`config.mk`:
```
export PLATFORM = sky130hd
export DESIGN_NAME = wav_pcm16_stream_parser_top_flat
export DESIGN_NICKNAME = d
export VERILOG_FILES = /design/src/wpp_pkg.sv /design/src/wpp_byte_if.sv /design/src/wpp_res_if.sv /design/src/wpp_core.sv /design/src/wav_pcm16_stream_parser_top.sv /design/src/flat_wrapper.sv
export SDC_FILE = /design/constraint.sdc
export NUM_CORES = 2
export LEC_CHECK = 0
export BUFFER_PORTS_ARGS = -buffer_cell sky130_fd_sc_hd__buf_2
export CAP_MARGIN = 20
export CORE_MARGIN = 3
export CORE_UTILIZATION = 45
export CTS_BUF_LIST = sky130_fd_sc_hd__clkbuf_8
export DETAILED_ROUTE_END_ITERATION = 6
export PLACE_DENSITY_LB_ADDON = 0.25
export SLEW_MARGIN = 10
export SYNTH_ARGS = -nofsm -noshare
export SYNTH_HDL_FRONTEND = slang
export SYNTH_SLANG_ARGS = --single-unit
export TNS_END_PERCENT = 1
```
`constraint.sdc`:
```
create_clock -name clk -period 12.15 [get_ports clk]
set_input_delay 1.8225 -clock clk [delete_from_list [all_inputs] [get_ports clk]]
set_output_delay 1.8225 -clock clk [all_outputs]
set_load 0.005 [all_outputs]
```
`src/wpp_pkg.sv`:
```
package wpp_pkg;

	localparam int unsigned RES_DEPTH = 8;
	localparam int unsigned RES_PTR_W = $clog2(RES_DEPTH);
	localparam int unsigned RES_CNT_W = RES_PTR_W + 1;

	// Four-character codes as they sit in the file, first byte in the low lane
	localparam logic [31:0] HDR_RIFF = 32'h4646_4952;
	localparam logic [31:0] HDR_WAVE = 32'h4556_4157;
	localparam logic [31:0] TAG_FMT  = 32'h2074_6D66;
	localparam logic [31:0] TAG_DATA = 32'h6174_6164;

	localparam logic [15:0] FMT_PCM      = 16'd1;
	localparam logic [15:0] BITS_16      = 16'd16;
	localparam logic [31:0] FMT_MIN_LEN  = 32'd16;
	localparam logic [32:0] HDR_LEN      = 33'd12;

	typedef enum logic [2:0] {
		PH_HEADER,
		PH_CHUNK,
		PH_FMT,
		PH_SKIP,
		PH_DATA,
		PH_END
	} phase_t;

	typedef enum logic [1:0] {
		KIND_SAMPLE,
		KIND_DONE,
		KIND_ERROR
	} kind_t;

	typedef enum logic [3:0] {
		ERR_BAD_HEADER,
		ERR_FMT_SMALL,
		ERR_FMT_TRUNC,
		ERR_DATA_BEFORE_FMT,
		ERR_NOT_PCM,
		ERR_NOT_16BIT,
		ERR_NO_CHANNELS,
		ERR_DATA_TRUNC,
		ERR_NO_DATA
	} err_t;

	typedef struct packed {
		kind_t              kind;
		logic signed [15:0] sample;
		logic [31:0]        rate_hz;
		err_t               error_code;
		logic               last;
	} result_t;

	// Up to two results per byte: a sample followed by the done result
	typedef struct packed {
		logic [1:0] count;
		result_t    first;
		result_t    second;
	} step_t;

	function automatic result_t err_res(err_t e);
		result_t r;
		r = '0;
		r.kind = KIND_ERROR;
		r.error_code = e;
		r.last = 1'b1;
		return r;
	endfunction

	function automatic result_t done_res(logic [31:0] rate);
		result_t r;
		r = '0;
		r.kind = KIND_DONE;
		r.rate_hz = rate;
		r.last = 1'b1;
		return r;
	endfunction

	function automatic result_t smp_res(logic [15:0] s);
		result_t r;
		r = '0;
		r.kind = KIND_SAMPLE;
		r.sample = s;
		return r;
	endfunction

endpackage

```
`src/wpp_byte_if.sv`:
```
interface wpp_byte_if;
	logic       valid;
	logic       ready;
	logic [7:0] data_byte;
	logic       end_of_file;

	modport source(output valid, data_byte, end_of_file, input ready);
	modport sink(input valid, data_byte, end_of_file, output ready);
endinterface

```
`src/wpp_res_if.sv`:
```
interface wpp_res_if;
	logic               valid;
	logic               ready;
	logic [1:0]         kind;
	logic signed [15:0] sample;
	logic [31:0]        rate_hz;
	logic [3:0]         error_code;
	logic               last;

	modport source(output valid, kind, sample, rate_hz, error_code, last, input ready);
	modport sink(input valid, kind, sample, rate_hz, error_code, last, output ready);
endinterface

```
`src/wpp_core.sv`:
```
module wpp_core
	import wpp_pkg::*;
(
	input  logic       clk,
	input  logic       arst_n,
	input  logic       valid,
	input  logic [7:0] data_byte,
	input  logic       end_of_file,
	output step_t      step
);

	phase_t      phase_q, phase_d;
	logic [32:0] cnt_q, cnt_d;
	logic [31:0] tag_q, tag_d;
	logic [31:0] len_q, len_d;
	logic [15:0] fmt_q, fmt_d;
	logic [15:0] ch_q, ch_d;
	logic [15:0] bits_q, bits_d;
	logic [31:0] rate_q, rate_d;
	logic        have_fmt_q, have_fmt_d;
	logic [16:0] fpos_q, fpos_d;
	logic [31:0] rem_q, rem_d;
	logic [7:0]  low_q, low_d;
	logic        hdr_ok_q, hdr_ok_d;

	logic [32:0] cnt_inc, cnt_dec;
	logic [16:0] fpos_inc, frame_bytes;
	logic [31:0] rem_dec;
	logic [3:0]  hidx;
	logic [2:0]  cidx;

	assign cnt_inc     = cnt_q + 33'd1;
	assign cnt_dec     = cnt_q - 33'd1;
	assign fpos_inc    = fpos_q + 17'd1;
	assign rem_dec     = rem_q - 32'd1;
	assign frame_bytes = {ch_q, 1'b0};
	assign hidx        = cnt_q[3:0];
	assign cidx        = cnt_q[2:0];

	always_comb begin
		phase_d    = phase_q;
		cnt_d      = cnt_q;
		tag_d      = tag_q;
		len_d      = len_q;
		fmt_d      = fmt_q;
		ch_d       = ch_q;
		bits_d     = bits_q;
		rate_d     = rate_q;
		have_fmt_d = have_fmt_q;
		fpos_d     = fpos_q;
		rem_d      = rem_q;
		low_d      = low_q;
		hdr_ok_d   = hdr_ok_q;
		step       = '0;

		if (valid && end_of_file) begin
			case (phase_q)
				PH_HEADER: begin
					step.count = 2'd1;
					step.first = err_res(ERR_BAD_HEADER);
				end
				PH_CHUNK, PH_SKIP: begin
					step.count = 2'd1;
					step.first = err_res(ERR_NO_DATA);
				end
				PH_FMT: begin
					step.count = 2'd1;
					step.first = err_res(ERR_FMT_TRUNC);
				end
				PH_DATA: begin
					step.count = 2'd1;
					step.first = err_res(ERR_DATA_TRUNC);
				end
				default: ;
			endcase
			phase_d    = PH_HEADER;
			cnt_d      = '0;
			tag_d      = '0;
			len_d      = '0;
			fmt_d      = '0;
			ch_d       = '0;
			bits_d     = '0;
			rate_d     = '0;
			have_fmt_d = 1'b0;
			fpos_d     = '0;
			rem_d      = '0;
			low_d      = '0;
			hdr_ok_d   = 1'b1;
		end else if (valid) begin
			case (phase_q)
				PH_HEADER: begin
					if (hidx < 4'd4 && data_byte != HDR_RIFF[8*hidx[1:0] +: 8])
						hdr_ok_d = 1'b0;
					if (hidx >= 4'd8 && hidx < 4'd12 &&
						data_byte != HDR_WAVE[8*hidx[1:0] +: 8])
						hdr_ok_d = 1'b0;
					cnt_d = cnt_inc;
					if (cnt_inc >= HDR_LEN) begin
						cnt_d = '0;
						if (!hdr_ok_d) begin
							step.count = 2'd1;
							step.first = err_res(ERR_BAD_HEADER);
							phase_d = PH_END;
						end else begin
							phase_d = PH_CHUNK;
						end
					end
				end
				PH_CHUNK: begin
					if (!cidx[2]) begin
						if (cidx == 3'd0)
							tag_d = '0;
						tag_d[8*cidx[1:0] +: 8] = data_byte;
					end else begin
						if (cidx == 3'd4)
							len_d = '0;
						len_d[8*cidx[1:0] +: 8] = data_byte;
					end
					cnt_d = cnt_inc;
					if (cidx == 3'd7) begin
						cnt_d = '0;
						if (tag_q == TAG_FMT) begin
							if (len_d < FMT_MIN_LEN) begin
								step.count = 2'd1;
								step.first = err_res(ERR_FMT_SMALL);
								phase_d = PH_END;
							end else begin
								phase_d = PH_FMT;
							end
						end else if (tag_q == TAG_DATA) begin
							step.count = 2'd1;
							phase_d = PH_END;
							if (!have_fmt_q)
								step.first = err_res(ERR_DATA_BEFORE_FMT);
							else if (fmt_q != FMT_PCM)
								step.first = err_res(ERR_NOT_PCM);
							else if (bits_q != BITS_16)
								step.first = err_res(ERR_NOT_16BIT);
							else if (ch_q == '0)
								step.first = err_res(ERR_NO_CHANNELS);
							else begin
								rem_d = len_d;
								fpos_d = '0;
								if (len_d < {15'd0, frame_bytes}) begin
									step.first = done_res(rate_q);
								end else begin
									step.count = 2'd0;
									phase_d = PH_DATA;
								end
							end
						end else begin
							// unknown chunk: skip body plus pad byte
							cnt_d = {1'b0, len_d} + {32'd0, len_d[0]};
							phase_d = (len_d == '0) ? PH_CHUNK : PH_SKIP;
						end
					end
				end
				PH_FMT: begin
					if (cnt_q[32:4] == '0) begin
						case (cnt_q[3:0])
							4'd0:  fmt_d = {8'd0, data_byte};
							4'd1:  fmt_d[15:8] = data_byte;
							4'd2:  ch_d = {8'd0, data_byte};
							4'd3:  ch_d[15:8] = data_byte;
							4'd4:  rate_d = {24'd0, data_byte};
							4'd5:  rate_d[15:8] = data_byte;
							4'd6:  rate_d[23:16] = data_byte;
							4'd7:  rate_d[31:24] = data_byte;
							4'd14: bits_d = {8'd0, data_byte};
							4'd15: bits_d[15:8] = data_byte;
							default: ;
						endcase
					end
					cnt_d = cnt_inc;
					if (cnt_inc >= {1'b0, len_q}) begin
						have_fmt_d = 1'b1;
						cnt_d = '0;
						phase_d = PH_CHUNK;
					end
				end
				PH_SKIP: begin
					cnt_d = cnt_dec;
					if (cnt_dec == '0)
						phase_d = PH_CHUNK;
				end
				PH_DATA: begin
					if (fpos_q == '0) begin
						low_d = data_byte;
					end else if (fpos_q == 17'd1) begin
						step.count = 2'd1;
						step.first = smp_res({data_byte, low_q});
					end
					rem_d = rem_dec;
					fpos_d = fpos_inc;
					if (fpos_inc >= frame_bytes) begin
						fpos_d = '0;
						if (rem_dec < {15'd0, frame_bytes}) begin
							phase_d = PH_END;
							if (step.count == 2'd1) begin
								step.count = 2'd2;
								step.second = done_res(rate_q);
							end else begin
								step.count = 2'd1;
								step.first = done_res(rate_q);
							end
						end
					end
				end
				default: ;
			endcase
		end
	end

	always_ff @(posedge clk or negedge arst_n) begin
		if (!arst_n) begin
			phase_q    <= PH_HEADER;
			cnt_q      <= '0;
			tag_q      <= '0;
			len_q      <= '0;
			fmt_q      <= '0;
			ch_q       <= '0;
			bits_q     <= '0;
			rate_q     <= '0;
			have_fmt_q <= 1'b0;
			fpos_q     <= '0;
			rem_q      <= '0;
			low_q      <= '0;
			hdr_ok_q   <= 1'b1;
		end else begin
			phase_q    <= phase_d;
			cnt_q      <= cnt_d;
			tag_q      <= tag_d;
			len_q      <= len_d;
			fmt_q      <= fmt_d;
			ch_q       <= ch_d;
			bits_q     <= bits_d;
			rate_q     <= rate_d;
			have_fmt_q <= have_fmt_d;
			fpos_q     <= fpos_d;
			rem_q      <= rem_d;
			low_q      <= low_d;
			hdr_ok_q   <= hdr_ok_d;
		end
	end

endmodule

```
`src/wav_pcm16_stream_parser_top.sv`:
```
// A byte is first captured in the input register; the core's results for it are then
// written into the result queue, from which the earliest one is offered and transferred.
// Throughput: one byte per cycle; the input stalls only while the 8-entry result queue
// cannot hold two results for the byte in the input register plus two for a new byte.
// Reset: arst_n clears the parser state, the input stage and the result queue.
// An end-of-file item also returns the parser to its reset state.
module wav_pcm16_stream_parser_top
	import wpp_pkg::*;
(
	input  logic     clk,
	input  logic     arst_n,
	wpp_byte_if.sink bytes,
	wpp_res_if.source results
);

	logic       valid_s1;
	logic [7:0] byte_s1;
	logic       eof_s1;
	step_t      core_step;

	result_t                res_mem_q [RES_DEPTH];
	logic [RES_PTR_W-1:0]   wr_q, rd_q;
	logic [RES_CNT_W-1:0]   count_q;
	logic [RES_CNT_W:0]     load;
	logic                   pop;
	result_t                head;

	assign load = {1'b0, count_q} + {{(RES_CNT_W-1){1'b0}}, valid_s1, 1'b0};
	assign bytes.ready = (load <= (RES_CNT_W+1)'(RES_DEPTH - 2));

	always_ff @(posedge clk or negedge arst_n) begin
		if (!arst_n)
			valid_s1 <= 1'b0;
		else
			valid_s1 <= bytes.valid && bytes.ready;
	end

	always_ff @(posedge clk) begin
		if (bytes.valid && bytes.ready) begin
			byte_s1 <= bytes.data_byte;
			eof_s1  <= bytes.end_of_file;
		end
	end

	wpp_core u_core (
		.clk         (clk),
		.arst_n      (arst_n),
		.valid       (valid_s1),
		.data_byte   (byte_s1),
		.end_of_file (eof_s1),
		.step        (core_step)
	);

	assign pop  = results.valid && results.ready;
	assign head = res_mem_q[rd_q];

	always_ff @(posedge clk) begin
		if (core_step.count != 2'd0)
			res_mem_q[wr_q] <= core_step.first;
		if (core_step.count == 2'd2)
			res_mem_q[wr_q + RES_PTR_W'(1)] <= core_step.second;
	end

	always_ff @(posedge clk or negedge arst_n) begin
		if (!arst_n) begin
			wr_q    <= '0;
			rd_q    <= '0;
			count_q <= '0;
		end else begin
			wr_q    <= wr_q + RES_PTR_W'(core_step.count);
			rd_q    <= rd_q + RES_PTR_W'(pop);
			count_q <= count_q + RES_CNT_W'(core_step.count) - RES_CNT_W'(pop);
		end
	end

	assign results.valid      = (count_q != '0);
	assign results.kind       = head.kind;
	assign results.sample     = head.sample;
	assign results.rate_hz    = head.rate_hz;
	assign results.error_code = head.error_code;
	assign results.last       = head.last;

	a_queue_bound: assert property (@(posedge clk) disable iff (!arst_n)
		count_q <= RES_CNT_W'(RES_DEPTH))
		else $error("result queue overflow");

	a_pair_order: assert property (@(posedge clk) disable iff (!arst_n)
		core_step.count == 2'd2 |->
			core_step.first.kind == KIND_SAMPLE && core_step.second.kind == KIND_DONE)
		else $error("two results from one byte must be sample then done");

	a_last_kind: assert property (@(posedge clk) disable iff (!arst_n)
		results.valid |-> ((results.kind == KIND_SAMPLE) != results.last))
		else $error("last flag disagrees with result kind");

endmodule
```
`src/flat_wrapper.sv`:
```
// flat-port wrapper written by rule: the top's interface ports become plain ports
module wav_pcm16_stream_parser_top_flat import wpp_pkg::*;
  (clk, arst_n, bytes_valid, bytes_data_byte, bytes_end_of_file, bytes_ready, results_valid, results_kind, results_sample, results_rate_hz, results_error_code, results_last, results_ready);
  wpp_byte_if bytes_i ();
  wpp_res_if results_i ();
  input  logic clk;
  input  logic arst_n;
  input wire logic [$bits(bytes_i.valid)-1:0] bytes_valid;
  input wire logic [$bits(bytes_i.data_byte)-1:0] bytes_data_byte;
  input wire logic [$bits(bytes_i.end_of_file)-1:0] bytes_end_of_file;
  output wire logic [$bits(bytes_i.ready)-1:0] bytes_ready;
  output wire logic [$bits(results_i.valid)-1:0] results_valid;
  output wire logic [$bits(results_i.kind)-1:0] results_kind;
  output wire logic [$bits(results_i.sample)-1:0] results_sample;
  output wire logic [$bits(results_i.rate_hz)-1:0] results_rate_hz;
  output wire logic [$bits(results_i.error_code)-1:0] results_error_code;
  output wire logic [$bits(results_i.last)-1:0] results_last;
  input wire logic [$bits(results_i.ready)-1:0] results_ready;
  assign bytes_i.valid = bytes_valid;
  assign bytes_i.data_byte = bytes_data_byte;
  assign bytes_i.end_of_file = bytes_end_of_file;
  assign bytes_ready = bytes_i.ready;
  assign results_valid = results_i.valid;
  assign results_kind = results_i.kind;
  assign results_sample = results_i.sample;
  assign results_rate_hz = results_i.rate_hz;
  assign results_error_code = results_i.error_code;
  assign results_last = results_i.last;
  assign results_i.ready = results_ready;
  wav_pcm16_stream_parser_top u_core (.clk(clk), .arst_n(arst_n), .bytes(bytes_i), .results(results_i));
endmodule
```
==> flow_summary.toml <==
[status]
status = "complete, no violations"

[setup_path]
crit_arrival_ps = 8060
max_stage_delay_ps = 1130
cp.required_ps = 12530
crit_chain = "or4_1 -> nor2_1 -> nand2_1 -> nor2_1 -> nand2_1 -> xnor2_1 -> ha_1 -> a21oi_1 -> o21ai_0 -> a2111oi_0 -> o21ai_0 -> a2111oi_0 -> nand4_1 -> nor2_1 -> ha_1 -> o21ai_0 -> a21oi_2 -> nand3_2 -> nand2_2"
cp_num_buf_inv = 0
cp_slowest_cell = "nand2_2"
crit_family = "simple AND/OR/NAND/NOR gates"
start_kind = "register"
end_kind = "register"
cp.depth = 19
critPathMaxFanout = 40
reg2regPathDepth = 19
worstSetupPathType = "register to register"

[drt]
vias = 31000
wl_per_cell_microns = 23.4
drt_iter0_markers = 3163
antenna_left = 0
drcViolationCount = 0
drt-total-wl_microns = 119000
viasPerCell = 6.11
dr.pass1.iters = 6

[clock_network]
tritoncts = "built"
cts_htree_levels = 3
root_buffer = "clkbuf_8"
clk-insertion-delay-late_ps = 790
clk_path_buf_depth = 3
path_clk_slew_ps = 60
postCtsHoldBufs = 0
cts.sinks = 699
cts_resized = 0
postCtsSetupBuffers = 0
cts_inserted_buffers = 117

[global_routing]
gr-usage-met3_pct = 4.69
use_met2_pct = 41.9
grt_pass1_wl_microns = 183000
met1_usage_pct = 34.4
grt-busiest-layer = "met2"
grt_antenna_before_repair = 6
grt_pass1_vias = 30300
grt_max_degree = 193
track_usage_pct = 26.1
overflow = 0

[finish]
nets = 3951
drive_gt1_share_pct = 13.7
utilization_pct = 49.4
fillerInstances = 7930
area_growth_pct = 8.46

[yosys]
ys_seq_area_share_pct = 46.4
syn_area_sq_um = 38900
synth_top_area_share_pct = 21.7
syn_avg_cell_area_sq_um = 9.92
synth_top_cell_by_area = "edfxtp_1"
synth_nets = 4046
ys_ff_latch = 699
synth_cell_types = 99
synth_edf_count = 281
async_reset_ff_share_pct = 35.8
yosysWarnings = 0
ys.flop_type = "edfxtp_1"
synthesis.instances = 3924
yosys-top-cells-area = "edfxtp_1 22%, dfrtp_1 16%, dfxtp_1 8.6%"

[pwr]
leakage_nw = 16.0
power_density_nw_per_um2 = 202
irDropWorstVdd_uv = 216

[timing]
timing.hold.ws_ps = 447
finClkSkew_ps = 40.9
final-max-slew-violation-count = 0
worstMarginPinSlew_ps = 1140
hold_violations = 0
setup_violations = 0
period_share_pct = 63.2
rsz0062_at_grt = "no"
fin_tns_setup_ps = 0
fmax_mhz = 130
slew_headroom_pct = 23.3
fin_crit_ps = 7680

[floorplanning]
die-area_sq_um = 90100
die_height_microns = 300
die_w_microns = 300
rows = 107
ios = 70
core_area_sq_um = 85400
initial_core_util_pct = 45.6

[placed_design]
place_congestion = 0.958
portBuffers = 69
dpl.hpwl_microns = 76100

[min_path]
worstHoldPathCells = 2
min-delay-path-class = "register to register"

[flow_run]
drv_cap = 0
[layout by cell type (no fill, tap or decap), types with 19 or more instances in the layout]
master / n
a21boi_0: 46
a21boi_1: 121
a21oi_1: 124
a22o_1: 21
a22oi_1: 35
and2_1: 127
and3_1: 40
buf_2: 68
buf_4: 63
clkbuf_8: 141
dfrtp_1: 246
dfxtp_1: 168
edfxtp_1: 281
ha_1: 107
inv_1: 142
mux2_2: 60
mux2i_1: 28
mux4_2: 110
nand2_1: 529
nand3_1: 105
nand4_1: 173
nor2_1: 168
nor3_1: 63
nor4_1: 50
o21ai_0: 223
o21ai_1: 154
o22ai_1: 19
o31ai_1: 28
or3_1: 29
xnor2_1: 76
xor2_1: 35
[area by class of cell]
type	count	area, sq um	area share, %
repair buffers	134	868	2.06
multi-input cells	2776	19000	45.0
clock inverters	76	517	1.22
well taps	1144	1430	3.39
inverters	101	379	0.898
clock buffers	141	1940	4.60
flip-flops and latches	699	18100	42.8
diodes	2	5.00	0.0119
[metal layers]
metal	share of wire, %	routed length, microns
met1	41	48400
met2	47	55800
met3	7.5	8930
met4	4.8	5730
met5	0	0
[stage by stage]
step	power, mW	instance area (sq um)	setup WS, ps	cells
floorplan	5.38	38900	6300	3924
global placement	6.32	39700	4560	4852
detailed placement	6.34	39700	4320	4852
CTS	8.54	42200	4270	5069
global route	9.05	42200	3810	5072
finish	8.54	42200	4470	5073
[cells in the mapped netlist, drive strengths merged, types with 12 or more instances]
library cell and instances:
nand2 537, o21ai 379, edfxtp 281, dfrtp 249
clkbuf 234, nand4 174, nor2 171, dfxtp 168
a21boi 167, and2 128, a21oi 125, buf 114
nand3 114, mux4 110, ha 107, inv 101
xnor2 76, nor3 67, mux2 61, nor4 54
and3 40, a22oi 36, xor2 35, o31ai 30
or3 29, mux2i 28, a22o 21, o22ai 19
a31oi 18, a32o 16, or4 15, nand2b 13
nor3b 13, nand4b 12, nor2b 12
[worst paths after layout]
kind | from | end | slack (ps)
setup / recovery | u_core.u_core.rem_q[3]$_DFFE_PN0P_ | u_core.res_mem_q[3][36]$_DFFE_PP_ | 4470
hold / removal | u_core.res_mem_q[6][39]$_SDFFE_PP0P_ | u_core.res_mem_q[6][39]$_SDFFE_PP0P_ | 450
setup reg to reg | u_core.u_core.rem_q[3]$_DFFE_PN0P_ | u_core.res_mem_q[3][36]$_DFFE_PP_ | 4470
hold reg to reg | u_core.res_mem_q[6][39]$_SDFFE_PP0P_ | u_core.res_mem_q[6][39]$_SDFFE_PP0P_ | 450
max in group asynchronous | arst_n | u_core.u_core.len_q[10]$_DFFE_PN0P_ | 9430
min in group asynchronous | arst_n | u_core.u_core.fpos_q[5]$_DFFE_PN0P_ | 1170
[worst reg2reg max path: cells and delay by family, from the launching register on]
kind                     cells  cell delay, ps
AO/OA/AOI/OAI                7            2210
XOR/XNOR                     1             210
adder cells (fa/ha/maj)      2             450
flip-flops                   1             440
AND/OR/NAND/NOR              9            3980
[sequential cells by signal, indices dropped and copies added (netlist names)]
signal	flops
u_core.u_core.have_fmt_q	1
u_core.u_core.len_q	32
u_core.u_core.phase_q	3
u_core.u_core.fpos_q	17
u_core.byte_s1	8
u_core.eof_s1	1
u_core.count_q	4
u_core.u_core.fmt_q	16
u_core.u_core.cnt_q	33
u_core.u_core.hdr_ok_q	1
u_core.u_core.rate_q	32
u_core.u_core.ch_q	16
u_core.wr_q	3
u_core.u_core.rem_q	32
u_core.u_core.tag_q	32
u_core.u_core.low_q	8
u_core.u_core.bits_q	16
u_core.res_mem_q	440
u_core.valid_s1	1
u_core.rd_q	3
[power breakdown]
group	switching (mW)	internal, mW
clock	1.02	1.17
sequential	0.223	2.62
combinational	2.23	1.28
[cells by family after synthesis]
| kind of cell | count (synthesis) | synth area share [%] |
|---|---|---|
| buffers and inverters | 449 | 5.04 |
| AND/OR/NAND/NOR | 1427 | 18.5 |
| adder cells (fa/ha/maj) | 109 | 3.54 |
| multiplexers | 199 | 8.85 |
| XOR/XNOR | 111 | 2.50 |
| AO/OA/AOI/OAI | 930 | 15.2 |
| flip-flops | 699 | 46.4 |
Power figures use the tool's default switching activity.
